**src/rtl/mbs_pkg.sv**
```systemverilog
// ============================================================================
// mbs_pkg
// Shared types and constants of the multipart boundary splitter.
// ============================================================================
package mbs_pkg;

    // Boundary table depth and the width of a match position (up to the depth)
    localparam int BOUNDARY_MAX = 48;
    localparam int POS_W        = 6;

    localparam logic [POS_W-1:0] LEN_MIN = POS_W'(4);
    localparam logic [POS_W-1:0] LEN_MAX = POS_W'(BOUNDARY_MAX);
    localparam logic [POS_W-1:0] LEN_RST = POS_W'(4);

    localparam logic [7:0] CH_NL   = 8'h0A;
    localparam logic [7:0] CH_DASH = 8'h2D;
    localparam logic [7:0] CH_SP   = 8'h20;
    localparam logic [7:0] CH_TAB  = 8'h09;
    localparam logic [7:0] CH_CR   = 8'h0D;

    typedef enum logic [1:0] {
        CMD_LOAD    = 2'd0,
        CMD_STREAM  = 2'd1,
        CMD_RESTART = 2'd2
    } cmd_t;

    typedef enum logic [2:0] {
        KIND_HDR_BYTE   = 3'd0,
        KIND_DATA_BYTE  = 3'd1,
        KIND_LINE_END   = 3'd2,
        KIND_DATA_BEGIN = 3'd3,
        KIND_PART_END   = 3'd4,
        KIND_FORM_END   = 3'd5
    } kind_t;

    typedef enum logic [1:0] {
        ST_IDLE,
        ST_REPLAY,
        ST_TAIL
    } state_t;

    // Effect of one ordinary (non-matching) byte
    typedef struct packed {
        logic       emit;
        kind_t      kind;
        logic [7:0] data;
        logic       in_header;
        logic       line_text;
        logic       rematch;
    } ord_t;

    function automatic logic is_ws(input logic [7:0] c);
        return (c == CH_SP) || ((c >= CH_TAB) && (c <= CH_CR));
    endfunction

endpackage

```
**src/rtl/mbs_ram.sv**
```systemverilog
// ============================================================================
// mbs_ram
// Single-port-write, single-port-read synchronous RAM with a registered
// read, write-first on a same-address collision.
// ============================================================================
module mbs_ram #(
    parameter int DEPTH  = 48,
    parameter int WIDTH  = 8,
    parameter int ADDR_W = $clog2(DEPTH + 1)
) (
    input  logic              clk,
    input  logic              wr_en,
    input  logic [ADDR_W-1:0] wr_addr,
    input  logic [WIDTH-1:0]  wr_data,
    input  logic [ADDR_W-1:0] rd_addr,
    output logic [WIDTH-1:0]  rd_data
);

    logic [WIDTH-1:0] mem [DEPTH];
    logic [WIDTH-1:0] rd_data_reg;

    always_ff @(posedge clk)
    begin
        if (wr_en && (32'(wr_addr) < DEPTH))
        begin
            mem[wr_addr] <= wr_data;
        end
    end

    // Forward the word being written so a read never sees stale data
    always_ff @(posedge clk)
    begin
        if (wr_en && (wr_addr == rd_addr))
        begin
            rd_data_reg <= wr_data;
        end
        else if (32'(rd_addr) < DEPTH)
        begin
            rd_data_reg <= mem[rd_addr];
        end
    end

    assign rd_data = rd_data_reg;

endmodule

```
**src/rtl/multipart_boundary_splitter.sv**
```systemverilog
// ============================================================================
// multipart_boundary_splitter
// Splits a multipart form byte stream at a loaded boundary string.
//
// Load the boundary (newline, two dashes, token) one character per
// transaction with cmd 0, set boundary_length through the configuration
// port, then stream bytes with cmd 1; cmd 2 restarts for a new form and
// keeps the table. Bytes that could start the boundary are held back; on a
// mismatch they are replayed as header or data bytes before the byte that
// broke the match. Results carry a kind on m_tuser and tlast marks the final
// result of each input transaction. Rate: one cycle per input transaction
// whenever the output register is free and no replay is under way. After a
// mismatch with held bytes the block accepts the breaking byte, replays each
// held byte in turn through the single read port of the boundary table
// memory, then handles the breaking byte as ordinary, taking no new input
// meanwhile; output stalls hold it up. The table is not cleared after reset,
// so the block accepts transactions right away.
// ============================================================================
module multipart_boundary_splitter (
    input  logic                    clk,
    input  logic                    rst_n,
    // configuration: boundary_length
    input  logic                    cfg_wr_en,
    input  logic [mbs_pkg::POS_W-1:0] cfg_wr_data,
    // input stream
    input  logic                    s_tvalid,
    output logic                    s_tready,
    input  logic [15:0]             s_tdata,   // [5:0] char_index, [13:6] byte_in
    input  logic [1:0]              s_tuser,   // [1:0] cmd
    // result stream
    output logic                    m_tvalid,
    input  logic                    m_tready,
    output logic [7:0]              m_tdata,   // [7:0] byte_out
    output logic [2:0]              m_tuser,   // [2:0] kind
    output logic                    m_tlast
);

    import mbs_pkg::*;

    // Ordinary-byte handling: plain bytes, header line ends, blank line, data newlines
    function automatic ord_t ordinary_f(
        input logic [7:0] c,
        input logic       hdr,
        input logic       txt
    );
        ord_t r;
        r.emit      = 1'b1;
        r.kind      = hdr ? KIND_HDR_BYTE : KIND_DATA_BYTE;
        r.data      = c;
        r.in_header = hdr;
        r.line_text = txt | (hdr & ~is_ws(c));
        r.rematch   = 1'b0;
        if (c == CH_NL)
        begin
            r.data      = 8'd0;
            r.line_text = txt;
            if (hdr && !txt)
            begin
                // blank header line: data begins, no boundary match starts
                r.kind      = KIND_DATA_BEGIN;
                r.in_header = 1'b0;
            end
            else if (hdr)
            begin
                r.kind      = KIND_LINE_END;
                r.line_text = 1'b0;
                r.rematch   = 1'b1;
            end
            else
            begin
                r.emit    = 1'b0;
                r.rematch = 1'b1;
            end
        end
        return r;
    endfunction

    // Input fields
    cmd_t             in_cmd;
    logic [POS_W-1:0] in_index;
    logic [7:0]       in_byte;
    logic             in_accept;

    assign in_cmd    = cmd_t'(s_tuser);
    assign in_index  = s_tdata[5:0];
    assign in_byte   = s_tdata[13:6];
    assign in_accept = s_tvalid && s_tready;

    // Control state
    state_t           state_reg,     state_next;
    logic [POS_W-1:0] pos_reg,       pos_next;
    logic [POS_W-1:0] k_reg,         k_next;
    logic [POS_W-1:0] len_reg;
    logic             matching_reg,  matching_next;
    logic             in_header_reg, in_header_next;
    logic             line_text_reg, line_text_next;
    logic             form_done_reg, form_done_next;
    logic             first_reg,     first_next;
    logic [7:0]       held_reg,      held_next;

    // Output register
    logic             m_valid_reg;
    kind_t            m_kind_reg;
    logic [7:0]       m_byte_reg;
    logic             m_last_reg;
    logic             out_free;

    logic             emit;
    kind_t            emit_kind;
    logic [7:0]       emit_byte;
    logic             emit_last;

    // Table memory
    logic             ram_we;
    logic [POS_W-1:0] ram_raddr;
    logic [7:0]       ram_rdata;

    logic [POS_W-1:0] used_len;
    logic [POS_W-1:0] pos_last;
    logic [POS_W-1:0] k_start;
    logic [7:0]       ord_byte;
    logic [7:0]       replay_byte;
    ord_t             ord;

    assign out_free = !m_valid_reg || m_tready;

    // Saturate the length into its legal range
    assign used_len = (len_reg < LEN_MIN) ? LEN_MIN :
                      (len_reg > LEN_MAX) ? LEN_MAX : len_reg;

    assign pos_last    = pos_reg - POS_W'(1);
    assign k_start     = {{(POS_W-1){1'b0}}, first_reg};
    assign ord_byte    = (state_reg == ST_IDLE) ? in_byte : held_reg;
    assign replay_byte = (k_reg == '0) ? CH_NL : ram_rdata;
    assign ord         = ordinary_f(ord_byte, in_header_reg, line_text_reg);

    always_comb
    begin
        state_next     = state_reg;
        pos_next       = pos_reg;
        k_next         = k_reg;
        matching_next  = matching_reg;
        in_header_next = in_header_reg;
        line_text_next = line_text_reg;
        form_done_next = form_done_reg;
        first_next     = first_reg;
        held_next      = held_reg;
        emit           = 1'b0;
        emit_kind      = KIND_HDR_BYTE;
        emit_byte      = 8'd0;
        emit_last      = 1'b1;
        s_tready       = 1'b0;
        ram_we         = 1'b0;

        unique case (state_reg)
            ST_IDLE:
            begin
                s_tready = out_free;
                if (in_accept)
                begin
                    unique case (in_cmd)
                        CMD_LOAD:
                        begin
                            ram_we = 1'b1;
                        end
                        CMD_RESTART:
                        begin
                            pos_next       = POS_W'(1);
                            matching_next  = 1'b1;
                            in_header_next = 1'b0;
                            line_text_next = 1'b0;
                            form_done_next = 1'b0;
                            first_next     = 1'b1;
                        end
                        CMD_STREAM:
                        begin
                            if (!form_done_reg)
                            begin
                                if (!matching_reg)
                                begin
                                    emit           = ord.emit;
                                    emit_kind      = ord.kind;
                                    emit_byte      = ord.data;
                                    in_header_next = ord.in_header;
                                    line_text_next = ord.line_text;
                                    if (ord.rematch)
                                    begin
                                        matching_next = 1'b1;
                                        pos_next      = POS_W'(1);
                                        first_next    = 1'b0;
                                    end
                                end
                                else if (pos_reg >= used_len)
                                begin
                                    // full match: dash ends the form, newline the part
                                    if (in_byte == CH_DASH)
                                    begin
                                        emit           = 1'b1;
                                        emit_kind      = KIND_FORM_END;
                                        form_done_next = 1'b1;
                                        matching_next  = 1'b0;
                                        first_next     = 1'b0;
                                    end
                                    else if (in_byte == CH_NL)
                                    begin
                                        emit           = 1'b1;
                                        emit_kind      = KIND_PART_END;
                                        in_header_next = 1'b1;
                                        line_text_next = 1'b0;
                                        matching_next  = 1'b0;
                                        first_next     = 1'b0;
                                    end
                                end
                                else if (ram_rdata == in_byte)
                                begin
                                    pos_next = pos_reg + POS_W'(1);
                                end
                                else
                                begin
                                    matching_next = 1'b0;
                                    first_next    = 1'b0;
                                    if (k_start < pos_reg)
                                    begin
                                        // replay the held characters first
                                        state_next = ST_REPLAY;
                                        k_next     = k_start;
                                        held_next  = in_byte;
                                    end
                                    else
                                    begin
                                        emit           = ord.emit;
                                        emit_kind      = ord.kind;
                                        emit_byte      = ord.data;
                                        in_header_next = ord.in_header;
                                        line_text_next = ord.line_text;
                                        if (ord.rematch)
                                        begin
                                            matching_next = 1'b1;
                                            pos_next      = POS_W'(1);
                                        end
                                    end
                                end
                            end
                        end
                        default:
                        begin
                            // unknown command: drop
                        end
                    endcase
                end
            end

            ST_REPLAY:
            begin
                if (out_free)
                begin
                    emit      = 1'b1;
                    emit_kind = in_header_reg ? KIND_HDR_BYTE : KIND_DATA_BYTE;
                    emit_byte = replay_byte;
                    emit_last = (k_reg == pos_last) && !ord.emit;
                    if (in_header_reg && !is_ws(replay_byte))
                    begin
                        line_text_next = 1'b1;
                    end
                    k_next = k_reg + POS_W'(1);
                    if (k_reg == pos_last)
                    begin
                        state_next = ST_TAIL;
                    end
                end
            end

            ST_TAIL:
            begin
                // the byte that broke the match, handled as ordinary
                if (out_free || !ord.emit)
                begin
                    emit           = ord.emit;
                    emit_kind      = ord.kind;
                    emit_byte      = ord.data;
                    in_header_next = ord.in_header;
                    line_text_next = ord.line_text;
                    if (ord.rematch)
                    begin
                        matching_next = 1'b1;
                        pos_next      = POS_W'(1);
                    end
                    state_next = ST_IDLE;
                end
            end

            default:
            begin
                state_next = ST_IDLE;
            end
        endcase
    end

    // Prefetch the table entry needed next cycle
    assign ram_raddr = (state_next == ST_REPLAY) ? k_next : pos_next;

    mbs_ram #(
        .DEPTH  (BOUNDARY_MAX),
        .WIDTH  (8),
        .ADDR_W (POS_W)
    ) u_table (
        .clk     (clk),
        .wr_en   (ram_we),
        .wr_addr (in_index),
        .wr_data (in_byte),
        .rd_addr (ram_raddr),
        .rd_data (ram_rdata)
    );

    // Control registers
    always_ff @(posedge clk or negedge rst_n)
    begin
        if (!rst_n)
        begin
            state_reg     <= ST_IDLE;
            pos_reg       <= POS_W'(1);
            k_reg         <= '0;
            matching_reg  <= 1'b1;
            in_header_reg <= 1'b0;
            line_text_reg <= 1'b0;
            form_done_reg <= 1'b0;
            first_reg     <= 1'b1;
            len_reg       <= LEN_RST;
        end
        else
        begin
            state_reg     <= state_next;
            pos_reg       <= pos_next;
            k_reg         <= k_next;
            matching_reg  <= matching_next;
            in_header_reg <= in_header_next;
            line_text_reg <= line_text_next;
            form_done_reg <= form_done_next;
            first_reg     <= first_next;
            if (cfg_wr_en)
            begin
                len_reg <= cfg_wr_data;
            end
        end
    end

    always_ff @(posedge clk)
    begin
        held_reg <= held_next;
    end

    // Output register: load a new result, or drop the one just taken
    always_ff @(posedge clk or negedge rst_n)
    begin
        if (!rst_n)
        begin
            m_valid_reg <= 1'b0;
        end
        else if (emit)
        begin
            m_valid_reg <= 1'b1;
        end
        else if (m_tready)
        begin
            m_valid_reg <= 1'b0;
        end
    end

    always_ff @(posedge clk)
    begin
        if (emit)
        begin
            m_kind_reg <= emit_kind;
            m_byte_reg <= emit_byte;
            m_last_reg <= emit_last;
        end
    end

    assign m_tvalid = m_valid_reg;
    assign m_tdata  = m_byte_reg;
    assign m_tuser  = m_kind_reg;
    assign m_tlast  = m_last_reg;

endmodule
```
**config.mk**
```make
export PLATFORM = sky130hd
export DESIGN_NAME = multipart_boundary_splitter
export DESIGN_NICKNAME = d
export VERILOG_FILES = /design/src/rtl/mbs_pkg.sv /design/src/rtl/mbs_ram.sv /design/src/rtl/multipart_boundary_splitter.sv
export SDC_FILE = /design/constraint.sdc
export NUM_CORES = 1
export LEC_CHECK = 0
export BUFFER_PORTS_ARGS = -buffer_cell sky130_fd_sc_hd__buf_2
export CORE_MARGIN = 3
export CORE_UTILIZATION = 50
export CTS_BUF_LIST = sky130_fd_sc_hd__clkbuf_4
export CTS_CLUSTER_DIAMETER = 60
export DETAILED_ROUTE_END_ITERATION = 12
export GPL_TIMING_DRIVEN = 0
export PLACE_DENSITY = 0.71
export REMOVE_ABC_BUFFERS = 1
export SKIP_LAST_GASP = 1
export SLEW_MARGIN = 25
export SYNTH_ARGS = -nofsm -noshare
export SYNTH_HDL_FRONTEND = slang
export SYNTH_HIERARCHICAL = 1
export SYNTH_SLANG_ARGS = --single-unit
```
**constraint.sdc**
```tcl
create_clock -name clk -period 14.5 [get_ports clk]
set_clock_uncertainty 0.15 [all_clocks]
set_input_delay 2.175 -clock clk [delete_from_list [all_inputs] [get_ports clk]]
set_output_delay 2.175 -clock clk [all_outputs]
set_load 0.01 [all_outputs]
```
==> After elaboration in Yosys (flattened, before gate mapping) <==
Memories as Yosys holds them, arrays and structs flattened.
Index checks and enable logic that the tools add are counted.
{ "totals": {"ff_bits": 54, "ram_bits": 384, "inputBits": 29, "n_memories": 1} }
{ "mem_list": {"columns": ["name", "depth", "width", "read_ports", "rd_clocked_by_memory_dff", "wr", "line_no", "text"], "rows": [
  ["u_table.mem", 48, 8, 1, 0, 1, "mbs_ram.sv:19", "logic [WIDTH-1:0] mem [DEPTH];"]
]} }
{ "op_classes": {"n_addsub": 3, "n_lt_le_gt_ge": 10, "n_eq_ne": 28, "n_mux": 137, "n_bitwise": 6, "n_reduce_logical": 31} }
{ "op_table": {"columns": ["op", "count"], "rows": [
  ["$mux W6", 19],
  ["$mux W8", 13],
  ["$mux W1", 66],
  ["$pmux W6 S2", 3],
  ["$mux W3", 10],
  ["$mux W2", 13],
  ["$ne A5 B5 Y1 const B", 5],
  ["$eq A8 B6 Y1 const B", 3],
  ["$pmux W8 S3", 1],
  ["$eq A8 B4 Y1 const B", 2],
  ["$ge A8 B4 Y1 const B", 2],
  ["$le A8 B4 Y1 const B", 2],
  ["$mux W15", 1],
  ["$pmux W1 S2", 7],
  ["$add A6 B1 Y6 const B", 2],
  ["$eq A6 B6 Y1", 2],
  ["$lt A6 B6 Y1 const B", 2],
  ["$ne A2 B2 Y1 const B", 6],
  ["$reduce_and A11 Y1", 1],
  ["$pmux W3 S3", 1],
  ["$reduce_and A9 Y1", 1],
  ["$eq A8 B8 Y1", 1],
  ["$logic_and A1 B1 Y1", 8],
  ["$reduce_and A8 Y1", 1],
  ["other kinds (25)", 43]
]} }

==> Logic depth before layout (Yosys ltp) <==
Gate-level depths: netlist of the first run.
{ "depth": {"word_depth": 22, "mapped_depth": 20, "ltp_nobuf": 16} }

==> Hierarchy <==
The synthesis of the first run kept the hierarchy.
{ "by_module_without_submodules": {"columns": ["module", "instances", "cells_each", "area_each_um2", "seq_area_each_um2"], "rows": [
  ["mbs_ram", 1, 745, 15417.3, 11771.3],
  ["multipart_boundary_splitter", 1, 394, 3604.7, 1256.2]
]} }

==> Worst setup path after synthesis of the first run <==
No wires, ideal clock.
{ "synth_path": {"path_type": "input -> register", "from": "input s_tuser[1]", "to": "register u_table.rd_data_reg[0] (netlist: u_table/rd_data[0]), enable pin", "setup_time_ns": 0.337, "arrival_time_ns": 6.212, "slack_ns": 7.802, "stages": 17, "path_buffers": 5, "path_cell_list": "inv_1 -> ha_1 -> clkbuf_1 -> nand2b_1 -> nor3b_2 -> nand3_1 -> nor3_1 -> nor2_1 -> a2111o_1 -> buf_4 -> mux2_4 -> clkbuf_1 -> xor2_1 -> or4_1 -> clkbuf_1 -> buf_2 -> nand3_1"} }
{ "synth_between": {"elab_chain_len": 9, "elab_cells_between_ends": 21, "cone_classes": "order compare (1); eq/ne (4); mux (13); reduce/logical (3)"} }
{ "synth_rtl": {"columns": ["item", "line_no", "text"], "rows": [
  ["start, declared", "multipart_boundary_splitter.sv:29", "input logic [1:0] s_tuser,"],
  ["$eq A2 B1 Y1", "multipart_boundary_splitter.sv:161", "unique case (in_cmd)"],
  ["$mux W2", "multipart_boundary_splitter.sv:161", null],
  ["$mux W2", "multipart_boundary_splitter.sv:159", "if (in_accept)"],
  ["$pmux W2 S3", "multipart_boundary_splitter.sv:155", "unique case (state_reg)"],
  ["$eq A2 B1 Y1", "multipart_boundary_splitter.sv:300", "assign ram_raddr = (state_next == ST_REPLAY) ? k_next : pos_next;"],
  ["$mux W6 (*)", "multipart_boundary_splitter.sv:300", null],
  ["via ram_raddr[5]", "multipart_boundary_splitter.sv:115", "logic [POS_W-1:0] ram_raddr;"],
  ["branches (longest 2 deep; another with $lt A6 B6 Y1)", null, null],
  ["$reduce_bool A2 Y1 (no source line) (*)", null, null],
  ["end signal, assigned", "mbs_ram.sv:35", "rd_data_reg <= wr_data;"],
  ["end signal, assigned", "mbs_ram.sv:39", "rd_data_reg <= mem[rd_addr];"],
  ["end, declared", "mbs_ram.sv:20", "logic [WIDTH-1:0] rd_data_reg;"]
]} }
Mark *: on every way through the listed nets, which the timed path passes.
A chain may end at the register's enable or synchronous reset.

==> Worst setup path in the final report of the first run <==
{ "layout_path": {"from": "input s_tdata[13]", "to": "register u_table.rd_data_reg[3] (netlist: u_table/rd_data[3]), data pin"} }
{ "layout_between": {"elab_cells_between_ends": 38, "cone_classes": "eq/ne (4); mux (30); reduce/logical (3); memory (1)"} }
{ "layout_lines": {"columns": ["item", "line_no", "text"], "rows": [
  ["start, declared", "multipart_boundary_splitter.sv:28", "input logic [15:0] s_tdata,"],
  ["$eq A8 B8 Y1", "multipart_boundary_splitter.sv:214", "else if (ram_rdata == in_byte)"],
  ["$mux W2", "multipart_boundary_splitter.sv:214", null],
  ["$mux W2", "multipart_boundary_splitter.sv:193", "else if (pos_reg >= used_len)"],
  ["$mux W2", "multipart_boundary_splitter.sv:179", "if (!matching_reg)"],
  ["$mux W2", "multipart_boundary_splitter.sv:177", "if (!form_done_reg)"],
  ["$mux W2", "multipart_boundary_splitter.sv:161", null],
  ["$mux W2", "multipart_boundary_splitter.sv:159", null],
  ["$pmux W2 S3 (*)", "multipart_boundary_splitter.sv:155", null],
  ["via state_next[1]", "multipart_boundary_splitter.sv:90", "state_t state_reg, state_next;"],
  ["$eq A2 B1 Y1 (*)", "multipart_boundary_splitter.sv:300", null],
  ["$mux W6 (*)", "multipart_boundary_splitter.sv:300", null],
  ["via ram_raddr[0]", "multipart_boundary_splitter.sv:115", null],
  ["$mem_v2 Z48 W8 or $eq A6 B6 Y1 (tied branches)", null, null],
  ["$mux W8 or $logic_and A1 B1 Y1 (tied branches)", "mbs_ram.sv:37, mbs_ram.sv:33", null],
  ["$mux W8 (*)", "mbs_ram.sv:33", "if (wr_en && (wr_addr == rd_addr))"]
]} }
The timed path passes the listed nets; every way through them passes the cells marked *. The select of a mux whose other input is x is not followed.

==> impl_results.md, run 1 <==
- DRC violations left: 0
- Site row count: 70
- Critical path endpoint category: flop
- Area taken by flip-flops and latches: 13000 um^2
- Number of instances in the synthesized netlist: 1139
- Start point of the worst hold path: first_reg
- Arrival time at the worst endpoint: 8.21 ns
- Number of hold buffers added after cts: 0
- Fill count: 2847
- Net count, final: 1286
- Share of synthesized area spent on multiplexers: 13.5%
- Synth Area in Simple Gates: 7.36%
- Synth warnings: 6
- Source-to-sink clock delay at the later pin of the worst-skew pair: 0.79 ns
- Aggregate routed wire length: just over 40000 um
- Worst-case hold path end point: first_reg
- Proportion of layout cells with a drive suffix above 1: 27.1%
- Post-synth ARST share: 5.94%
- Data required time of the critical path: 14.79 ns
- Post-synthesis area per instance: 16.7 um^2
- Area leader, netlist: sky130_fd_sc_hd__edfxtp_1
- Ratio of final minimum period to clock period: about 55%
- Max Freq: 126 MHz
- Die height: just over 200 um
- FF-to-FF path depth: 17
- Cts repair resizes: 0
- Hold violation total from the final report: 0
- Weighted congestion reported at the end of routability-driven placement: between 0.8 and 0.9
- Number of buffers inserted by post-CTS setup repair: 0
- Post-detailed-placement half-perimeter wirelength: roughly 26000 um
- Distinct cell type count after synthesis: 76
- Initial antenna violation count: 2
- Worst-Margin Slew: 1.02 ns
- Final Slew Violations: 0
- Via total after detailed routing: 11000
- Result of the run: finished, final reports clean
- Kind of launch point of the worst setup path: input port
- Type of the worst setup path: input port to flop
- End of the worst register-to-register path: u_table/rd_data[3]
- Count of port buffers added during placement: 40
- Final critical delay including setup and external delays: 7.92 ns
- Die X-Extent: 201 um
- Wire length of the first global-routing pass: 64800 um
- Flip-flop count of the largest register after layout: 384
- Vias in the first global route: 11100
- Remaining global-route overflow: 0
- Total setup violations reported at the end of the flow: 0
- Clock edge transition at the registers on the reported setup and hold paths: 0.06 ns
- Core box area: about 37000 um^2
- Area used by multi-input combinational logic: 5610 um^2
- # H-tree levels: 3
- TritonCTS Sinks: approximately 440
- Main flop type after synthesis: sky130_fd_sc_hd__edfxtp_1
- Worst Path Max Fanout: 54
- Seq/Total Area, Yosys: 68.5%
- Maximum vdd drop: 125 uV
- Vias per cell: 6.08
- Antenna Violating Nets Remaining: 0
- Parity-gate share of the synthesized area counting xor and xnor cells: 1.20%
- Worst slack after detailed placement: 5.82 ns
- R2R Setup Slk: 7.35 ns
- Synth Area in Compound Gates: 6.15%
- Reg-to-reg startpoint: state_reg[0]
- Pwr dens: 175 nW/um^2
- Initial core utilization: 51.3%
- Adder-cell area share of the yosys netlist: 1.12%
- Number of synthesized register bits: 438
- Pin count of the biggest net entering global routing: 70
- Biggest register: u_table/mem
- Number of enable-type register cells in the synthesized netlist: around 410
- Worst hold slack after final layout: around 0.39 ns
- Dominant combinational cell family by area after synthesis: multiplexers
- Clk Tree Root Cell: sky130_fd_sc_hd__clkbuf_4
- Max clock buf depth: 3
- Most frequent cell after synthesis: sky130_fd_sc_hd__edfxtp_1
- RSZ-0062 raised after global routing: no
- Die Area: about 40000 um^2
- Leakage: between 6 and 7 nW
- Final worst slack: 6.58 ns
- 1st-iter DRT viols: 1126
- Area fraction of the dominant cell type after synthesis: about 65%
- Number of detailed-route iterations in the first pass: 8
- Post-synthesis to final-layout area growth: 10.8%
- Wire per inst: between 20 and 25 um
- Number of top-level pins: 43
- Area of the mapped netlist: 19000 um^2
- Cell depth of the worst hold path: 2
- CTS tree: done
- Maxcap violations: 0
- Global Route Usage Sum: 20.8%
- Normalized max-slew margin: 31.7%
- Number of buffers inserted during clock tree synthesis: 109
- Synth area leaders: sky130_fd_sc_hd__edfxtp_1 (65%), sky130_fd_sc_hd__mux4_2 (11%), sky130_fd_sc_hd__dfrtp_1 (2.9%)
- Most used standard cells in the synthesized netlist: sky130_fd_sc_hd__edfxtp_1 (412), sky130_fd_sc_hd__mux4_2 (93), sky130_fd_sc_hd__nor2_1 (85)
- Worst hold-check path type: flop to flop
per-layer routing:
metal | share of wire (%) | routed length (um) | global-route usage [%] | vias to the layer above
li1 | - | - | - | 4828
met1 | 43 | 17700 | 29.3 | 5639
met2 | 47 | 19700 | 32.3 | 445
met3 | 8.2 | 3420 | 5.56 | 72
met4 | 1.7 | 714 | 5.90 | 0
met5 | 0 | 0 | 0 | -
power breakdown:
group	total (mW)	switching (mW)	internal [mW]
combinational	1.24	0.641	0.599
clock	0.958	0.466	0.492
sequential	1.49	0.0465	1.44
worst max-delay path, cell delays in order:
cell and delay [ns]:
sky130_fd_sc_hd__buf_2 0.71, sky130_fd_sc_hd__xnor2_1 0.20, sky130_fd_sc_hd__nand4_1 0.18, sky130_fd_sc_hd__nor2_1 0.73, sky130_fd_sc_hd__o31ai_1 0.29, sky130_fd_sc_hd__a311oi_1 0.39, sky130_fd_sc_hd__a2111o_1 0.45, sky130_fd_sc_hd__mux2i_4 0.44
sky130_fd_sc_hd__buf_8 0.22, sky130_fd_sc_hd__buf_8 0.19, sky130_fd_sc_hd__buf_8 0.18, sky130_fd_sc_hd__mux4_2 0.50, sky130_fd_sc_hd__mux2i_1 0.25, sky130_fd_sc_hd__mux2i_1 0.17, sky130_fd_sc_hd__a2111oi_0 0.83, sky130_fd_sc_hd__o22ai_1 0.24
through the flow:
| step | TNS, ns | power [mW] | util [%] | instance area, um^2 | std cells |
|---|---|---|---|---|---|
| 6_report | 0 | 3.69 | 56.9 | 21100 | 1807 |
| 5_1_grt | 0 | 3.89 | 56.9 | 21100 | 1806 |
| 4_1_cts | 0 | 3.72 | 56.8 | 21000 | 1803 |
| 3_5_place_dp | 0 | 2.76 | 53.3 | 19800 | 1633 |
| 3_3_place_gp | -95.30 | 2.74 | 52.7 | 19500 | 1621 |
| 2_1_floorplan | -6.81 | 2.47 | - | 18700 | 1077 |
layout by cell type, fill, tap and decap left out, types with 18 or more instances in the layout:
master	n
sky130_fd_sc_hd__mux4_2	93
sky130_fd_sc_hd__edfxtp_1	412
sky130_fd_sc_hd__nand2_1	43
sky130_fd_sc_hd__a21oi_1	21
sky130_fd_sc_hd__o21ai_0	31
sky130_fd_sc_hd__inv_1	27
sky130_fd_sc_hd__mux2i_1	25
sky130_fd_sc_hd__nand3_1	26
sky130_fd_sc_hd__xnor2_1	21
sky130_fd_sc_hd__buf_2	34
sky130_fd_sc_hd__dfrtp_1	22
sky130_fd_sc_hd__clkbuf_4	157
sky130_fd_sc_hd__nor2_1	85
sky130_fd_sc_hd__o22ai_1	18
cells by family (layout without fill, tap and decap cells):
logic type / after synthesis / count (layout)
flip-flops: 438 / 438
AND/OR/NAND/NOR: 267 / 267
AO/OA/AOI/OAI: 166 / 166
multiplexers: 136 / 136
buffers and inverters: 89 / 249
XOR/XNOR: 26 / 26
adder cells (fa/ha/maj): 17 / 17
other: 0 / 4
cell type report:
class	count	share of cell area (%)
repair buffers	52	2.01
multi-input cells	612	26.6
clock buffers	157	5.59
flip-flops and latches	438	61.8
clock inverters	13	0.451
diodes	4	0.0475
well taps	504	2.99
inverters	27	0.481
worst max path at each step:
stage | start | endpoint | slack, ns | depth (start not counted)
after floorplan | s_tdata[6] | u_table/rd_data[3] | -0.70 | 12
after global placement | s_tdata[7] | u_table/rd_data[3] | -6.47 | 13
after detailed placement | s_tdata[9] | u_table/rd_data[3] | 5.82 | 16
after CTS | s_tdata[9] | u_table/rd_data[3] | 6.67 | 16
after global routing | s_tdata[13] | u_table/rd_data[3] | 6.36 | 16
final | s_tdata[13] | u_table/rd_data[3] | 6.58 | 16
Power figures use the tool's default switching activity.
==> inputs of run 2 (changes only) <==
Settings changed: ABC_AREA set to 1.
Clock period 14.5 ns to 7.4 ns, I/O delays scaled along.
==> run 2 against run 1 <==
Effect of this change: global-route usage is 1.9 points higher; count of clock-buffer cells in the layout fell by 2; first-iteration DRC count is 32% higher; worst hold slack worse by 0.23 ns; die area is 5.9% higher; largest cell class unchanged; power rose to 2.5 times the previous value; setup slack worse by 5.3 ns.
==> impl_results.md, run 2 <==
- Clock edge transition at the registers on the reported setup and hold paths: 0.08 ns
- Weighted congestion reported at the end of routability-driven placement: 0.911
- Distinct cell type count after synthesis: 50
- Synth warnings: 6
- Leakage: 8.84 nW
- Kind of launch point of the worst setup path: flop
- Maximum vdd drop: 639 uV
- Main flop type after synthesis: sky130_fd_sc_hd__edfxtp_1
- Number of synthesized register bits: 438
- Ratio of final minimum period to clock period: 83.1%
- Number of detailed-route iterations in the first pass: 6
- CTS tree: done
- Final Slew Violations: 0
- Initial core utilization: 51.4%
- Wire length of the first global-routing pass: 75600 um
- Net count, final: ~2200
- Pin count of the biggest net entering global routing: around 110
- Worst Path Max Fanout: 31
- Post-synthesis to final-layout area growth: 9.98%
- R2R Setup Slk: 1.25 ns
- Via total after detailed routing: 14800
- Source-to-sink clock delay at the later pin of the worst-skew pair: 0.82 ns
- Area fraction of the dominant cell type after synthesis: ~61%
- # H-tree levels: 3
- Hold violation total from the final report: 0
- Number of buffers inserted during clock tree synthesis: 111
- Die X-Extent: 207 um
- TritonCTS Sinks: about 440
- Number of hold buffers added after cts: 0
- Worst-Margin Slew: 1.05 ns
- Vias per cell: 5.40
- Most frequent cell after synthesis: sky130_fd_sc_hd__nand2_1
- Core box area: 39300 um^2
- Post-synthesis area per instance: 9.87 um^2
- Biggest register: u_table/mem
- Post-detailed-placement half-perimeter wirelength: ~29000 um
- Seq/Total Area, Yosys: 64.6%
- Arrival time at the worst endpoint: around 6.5 ns
- Number of enable-type register cells in the synthesized netlist: 412
- Worst hold-check path type: input port to async pin
- Global Route Usage Sum: between 20 and 25%
- Die Area: approximately 43000 um^2
- Proportion of layout cells with a drive suffix above 1: 12.1%
- Synth area leaders: sky130_fd_sc_hd__edfxtp_1 (61%), sky130_fd_sc_hd__nand2_1 (13%), sky130_fd_sc_hd__nand3_1 (7.6%)
- Number of instances in the synthesized netlist: 2044
- 1st-iter DRT viols: 1481
- Post-synth ARST share: about 5.9%
- Area leader, netlist: sky130_fd_sc_hd__edfxtp_1
- RSZ-0062 raised after global routing: no
- Die height: 207 um
- Vias in the first global route: 14100
- Remaining global-route overflow: 0
- Tot Pwr: just over 9 mW
- Wire per inst: 17.7 um
- Site row count: 72
- Number of top-level pins: 43
- Most used standard cells in the synthesized netlist: sky130_fd_sc_hd__nand2_1 (706), sky130_fd_sc_hd__edfxtp_1 (412), sky130_fd_sc_hd__nand3_1 (307)
- Result of the run: finished, final reports clean
- DRC violations left: 0
- Total setup violations reported at the end of the flow: 0
- Initial antenna violation count: 6
- Data required time of the critical path: about 7.7 ns
- Critical path endpoint category: flop
- Final worst slack: between 1 and 1.5 ns
- Max Freq: 163 MHz
- FF-to-FF path depth: 26
- Max clock buf depth: 3
- Count of port buffers added during placement: 40
- Maxcap violations: 0
- Final critical delay including setup and external delays: 6.15 ns
- Antenna Violating Nets Remaining: 0
- Pwr dens: 416 nW/um^2
- Number of buffers inserted by post-CTS setup repair: 0
- Cts repair resizes: 0
- Area of the mapped netlist: 20200 um^2
- Aggregate routed wire length: 48300 um
- Worst slack after detailed placement: 0.621 ns
- Flip-flop count of the largest register after layout: 384
- Normalized max-slew margin: about 30%
- Type of the worst setup path: flop to flop
- Top library cells by usage in the layout, fill and taps aside: sky130_fd_sc_hd__nand2_1 (702), sky130_fd_sc_hd__edfxtp_1 (412), sky130_fd_sc_hd__nand3_1 (307), sky130_fd_sc_hd__clkbuf_4 (155), sky130_fd_sc_hd__inv_1 (153)
- Clk Tree Root Cell: sky130_fd_sc_hd__clkbuf_4
- Most common library cell in the layout ignoring fill and taps: sky130_fd_sc_hd__nand2_1
[run 2: cell types whose count changed after synthesis, sizes merged, moves of 18 or more]
| cell | previous run | this run |
|---|---|---|
| nand2 | 43 | 710 |
| nand3 | 26 | 308 |
| inv | 27 | 168 |
| mux4 | 93 | 0 |
| nor2 | 86 | 151 |
| buf | 31 | 74 |
| mux2i | 26 | 0 |
| o21ai | 34 | 53 |
| xnor2 | 21 | 3 |
[run 2: per-layer routing]
metal  track usage, %  wire [um]  part of all wire, %  vias to the layer above
met5                0          0                    0                        -
met4             8.24        986                  2.0                        0
met3             3.81       4080                  8.4                       86
met2             36.6      23200                   48                      620
met1             31.5      20000                   42                     6951
li1                 -          -                    -                     7095
[run 2: logic make-up after synthesis]
kind of cell	share of synthesized area [%]
AO/OA/AOI/OAI	3.27
flip-flops	64.6
XOR/XNOR	0.459
adder cells (fa/ha/maj)	1.05
buffers and inverters	5.61
multiplexers	0.112
AND/OR/NAND/NOR	24.9
[run 2: per-stage QoR]
stage	cell area, um^2	utilization [%]	hold slack [ns]	setup TNS (ns)	instances
final	22200	56.5	0.160	0	2731
after global routing	22200	56.5	0.149	0	2731
after CTS	22200	56.4	0.139	0	2723
after detailed placement	20700	52.8	0.342	0	2520
after global placement	20500	52.3	0.348	-145.44	2513
after floorplan	19700	-	0.319	-31.56	1955
[run 2: where the power goes]
group	switching (mW)	internal [mW]	leakage, nW	total, mW
logic	3.02	1.27	3.95	4.29
clock network	0.963	1.04	0.846	2.01
registers	0.0781	2.86	4.05	2.94
total	4.06	5.18	8.84	9.24
[run 2: worst max-delay path, stage by stage (launching register included)]
cell,delay [ns]
sky130_fd_sc_hd__dfrtp_1,0.40
sky130_fd_sc_hd__inv_1,0.11
sky130_fd_sc_hd__ha_1,0.69
sky130_fd_sc_hd__inv_4,0.23
sky130_fd_sc_hd__nand2_1,0.13
sky130_fd_sc_hd__nand2_1,0.12
sky130_fd_sc_hd__nand2_1,0.10
sky130_fd_sc_hd__nor2_2,0.07
sky130_fd_sc_hd__nand2_2,0.11
sky130_fd_sc_hd__inv_2,0.06
sky130_fd_sc_hd__nand2_1,0.10
sky130_fd_sc_hd__nand2_1,0.09
sky130_fd_sc_hd__inv_2,0.09
sky130_fd_sc_hd__nand2_1,0.09
sky130_fd_sc_hd__nand2_1,0.10
sky130_fd_sc_hd__inv_2,0.05
sky130_fd_sc_hd__a21oi_4,0.29
sky130_fd_sc_hd__nand2_2,0.15
sky130_fd_sc_hd__nand2_1,0.13
sky130_fd_sc_hd__nand2_2,0.45
sky130_fd_sc_hd__inv_1,0.95
sky130_fd_sc_hd__o22ai_1,0.23
sky130_fd_sc_hd__nor2_1,0.14
sky130_fd_sc_hd__nand2_1,0.09
sky130_fd_sc_hd__nor2_4,0.24
sky130_fd_sc_hd__inv_2,0.13
sky130_fd_sc_hd__nand3_1,0.29
[run 2: worst paths after layout]
check,startpoint,end
setup reg to reg,state_reg[1],u_table/rd_data[5]
setup / recovery,state_reg[1],u_table/rd_data[5]
max in group asynchronous,rst_n,k_reg[3]
hold reg to reg,len_reg[2],len_reg[2]
hold / removal,rst_n,form_done_reg
min in group clk,len_reg[2],len_reg[2]
[run 2: cell type report]
| cell class | count | area, um^2 |
|---|---|---|
| Clock buffer | 155 | 1160 |
| Inverter | 173 | 668 |
| Tap cell | 518 | 648 |
| Sequential cell | 438 | 13000 |
| Clock inverter | 48 | 254 |
| Timing Repair Buffer | 47 | 360 |
| Antenna cell | 8 | 20.0 |
| Multi-Input combinational cell | 1344 | 6040 |
| Fill cell | 3416 | 17100 |
==> inputs of run 3 (changes only) <==
Clock period 7.4 ns to 6.3 ns, I/O delays scaled along.
==> run 3 against run 2 <==
Effect of this change: global-route usage unchanged; worst hold slack improved by 0.033 ns; register-to-register slack got worse by 0.78 ns; clock power is 17% higher; cell count about the same; setup slack got worse by 0.78 ns; first-iteration DRC count down 7.3%; routed wire length is essentially flat; power is 17% higher; count of clock-buffer cells in the layout stayed put; highest routed layer unchanged; design area about the same; largest power group unchanged; combinational power increased by 18%.
==> impl_results.md, run 3 (synthesis gave the netlist of run 2 again) <==
- Type of the worst setup path: flop to flop
- Comb pwr share: a little under half
- Proportion of layout cells with a drive suffix above 1: around 12%
- Largest stage delay on the critical path: 0.60 ns
- Weighted congestion reported at the end of routability-driven placement: 0.911
- 1st-iter DRT viols: roughly 1400
- Remaining global-route overflow: 0
- Post-layout instance area: 22200 um^2
- Number of buffers inserted during clock tree synthesis: about 110
- Switching pwr: 4.77 mW
- Post-synthesis to final-layout area growth: 10.1%
- Wire per inst: between 15 and 20 um
- Tot Pwr: 10.9 mW
- Worst hold slack after final layout: 0.193 ns
- Normalized max-slew margin: 27.5%
- RSZ-0062 raised after global routing: no
- Result of the run: finished, final reports clean
- Area used by multi-input combinational logic: 6050 um^2
- Worst hold-check path type: input port to flop
- Number of buffers and inverters on the critical path: 5
- Final worst slack: between 0.4 and 0.5 ns
- Hold violation total from the final report: 0
- Kind of launch point of the worst setup path: flop
- Source-to-sink clock delay at the later pin of the worst-skew pair: a little over 0.8 ns
- Worst Path Max Fanout: between 100 and 150
- Arrival time at the worst endpoint: 6.24 ns
- Number of buffers inserted by post-CTS setup repair: 0
- Max Freq: 172 MHz
- Clock edge transition at the registers on the reported setup and hold paths: 0.08 ns
- Area taken by flip-flops and latches: 13000 um^2
- Clock network fraction of design power: 21.7%
- Die X-Extent: 207 um
- Leakage: 8.85 nW
- Initial antenna violation count: 6
- Flip-flop count of the largest register after layout: 384
- Vias in the first global route: about 14000
- Antenna Violating Nets Remaining: 0
- Pin count of the biggest net entering global routing: 109
- Placed cell area: 20700 um^2
- Wire length of the first global-routing pass: 75600 um
- Count of port buffers added during placement: 40
- Max clock buf depth: 3
- Net count, final: around 2200
- Fill count: 3416
- Pwr dens: 489 nW/um^2
- Clk Tree Root Cell: sky130_fd_sc_hd__clkbuf_4
- Register share of total power: 31.8%
- Site row count: 72
- Total setup violations reported at the end of the flow: 0
- TritonCTS Sinks: 438
- Data required time of the critical path: 6.72 ns
- Fraction of power spent switching nets: 44.0%
- Final critical delay including setup and external delays: 5.83 ns
- Worst-Margin Slew: 1.08 ns
- Most common library cell in the layout ignoring fill and taps: sky130_fd_sc_hd__nand2_1
- # H-tree levels: 3
- Cell repeated most along the worst path: sky130_fd_sc_hd__nand2_1
- Die Area: about 43000 um^2
- Maximum vdd drop: 766 uV
- DRC violations left: 0
- Critical path endpoint category: flop
- Biggest register: u_table/mem
- Core box area: about 40000 um^2
- Final Slew Violations: 0
- Aggregate routed wire length: 48300 um
- Vias per cell: 5.41
- Number of detailed-route iterations in the first pass: 5
- CTS tree: done
- Ratio of final minimum period to clock period: 92.5%
- Final core utilization: 56.5%
- Global Route Usage Sum: 22.7%
- Worst slack after detailed placement: -0.314 ns
- Delay-heaviest family, CP: simple AND/OR/NAND/NOR gates
- Initial core utilization: between 50 and 60%
- Maxcap violations: 0
- Die height: 207 um
- Number of top-level pins: 43
- Post-detailed-placement half-perimeter wirelength: 28900 um
- Top library cells by usage in the layout, fill and taps aside: sky130_fd_sc_hd__nand2_1 (702), sky130_fd_sc_hd__edfxtp_1 (412), sky130_fd_sc_hd__nand3_1 (307), sky130_fd_sc_hd__clkbuf_4 (155), sky130_fd_sc_hd__inv_1 (152)
- Internal power component: 6.08 mW
- Via total after detailed routing: roughly 15000
- Slowest stage cell on the critical path: sky130_fd_sc_hd__dfstp_2
-- run 3: power groups by stage --
stage               Combinational (mW)  Clock, mW  Sequential, mW
detailed placement                5.00          0            3.51
floorplan                         2.74          0            3.50
finish                            5.05       2.35            3.45
global placement                  3.06          0            3.50
CTS                               5.02       2.42            3.45
global route                      5.68       2.57            3.46
-- run 3: cell type report --
cell class	instances	area share (%)
flip-flops and latches	438	58.7
multi-input cells	1344	27.2
clock buffers	155	5.24
inverters	173	3.05
well taps	518	2.92
repair buffers	48	1.67
clock inverters	48	1.14
diodes	8	0.0901
-- run 3: what timing repair did --
action / 4_1_cts / 5_1_grt
gates resized for setup: 0 / 3
hold buffers: 1 / 0
endpoints found under the setup margin: 0 / 16
hold endpoints to repair: 22 / 0
-- run 3: worst paths after layout --
| kind | start | to | slack [ns] | cells past startpoint |
|---|---|---|---|---|
| setup / recovery | pos_reg[0] | u_table/rd_data[2] | 0.47 | 26 |
| hold / removal | cfg_wr_data[3] | len_reg[3] | 0.19 | 3 |
| setup reg to reg | pos_reg[0] | u_table/rd_data[2] | 0.47 | 26 |
| hold reg to reg | len_reg[2] | len_reg[2] | 0.36 | 2 |
| max in group asynchronous | rst_n | state_reg[1] | 4.99 | 2 |
| min in group asynchronous | rst_n | form_done_reg | 0.55 | 2 |
-- run 3: layer usage --
layer  global-route usage, %  wire [um]
met1                    31.5      20300
met2                    36.6      23300
met3                    3.81       3810
met4                    8.24        857
met5                       0          0
-- run 3: tightest hold or removal path, cell delays in order --
cell and delay (ns):
sky130_fd_sc_hd__buf_2 0.07, sky130_fd_sc_hd__nand2_1 0.04, sky130_fd_sc_hd__o21ai_0 0.06
-- run 3: per-stage QoR --
step | setup TNS, ns | instances
after floorplan | -46.97 | 1955
after global placement | -160.40 | 2513
after detailed placement | -3.99 | 2520
after CTS | 0 | 2724
after global routing | 0 | 2732
final | 0 | 2732
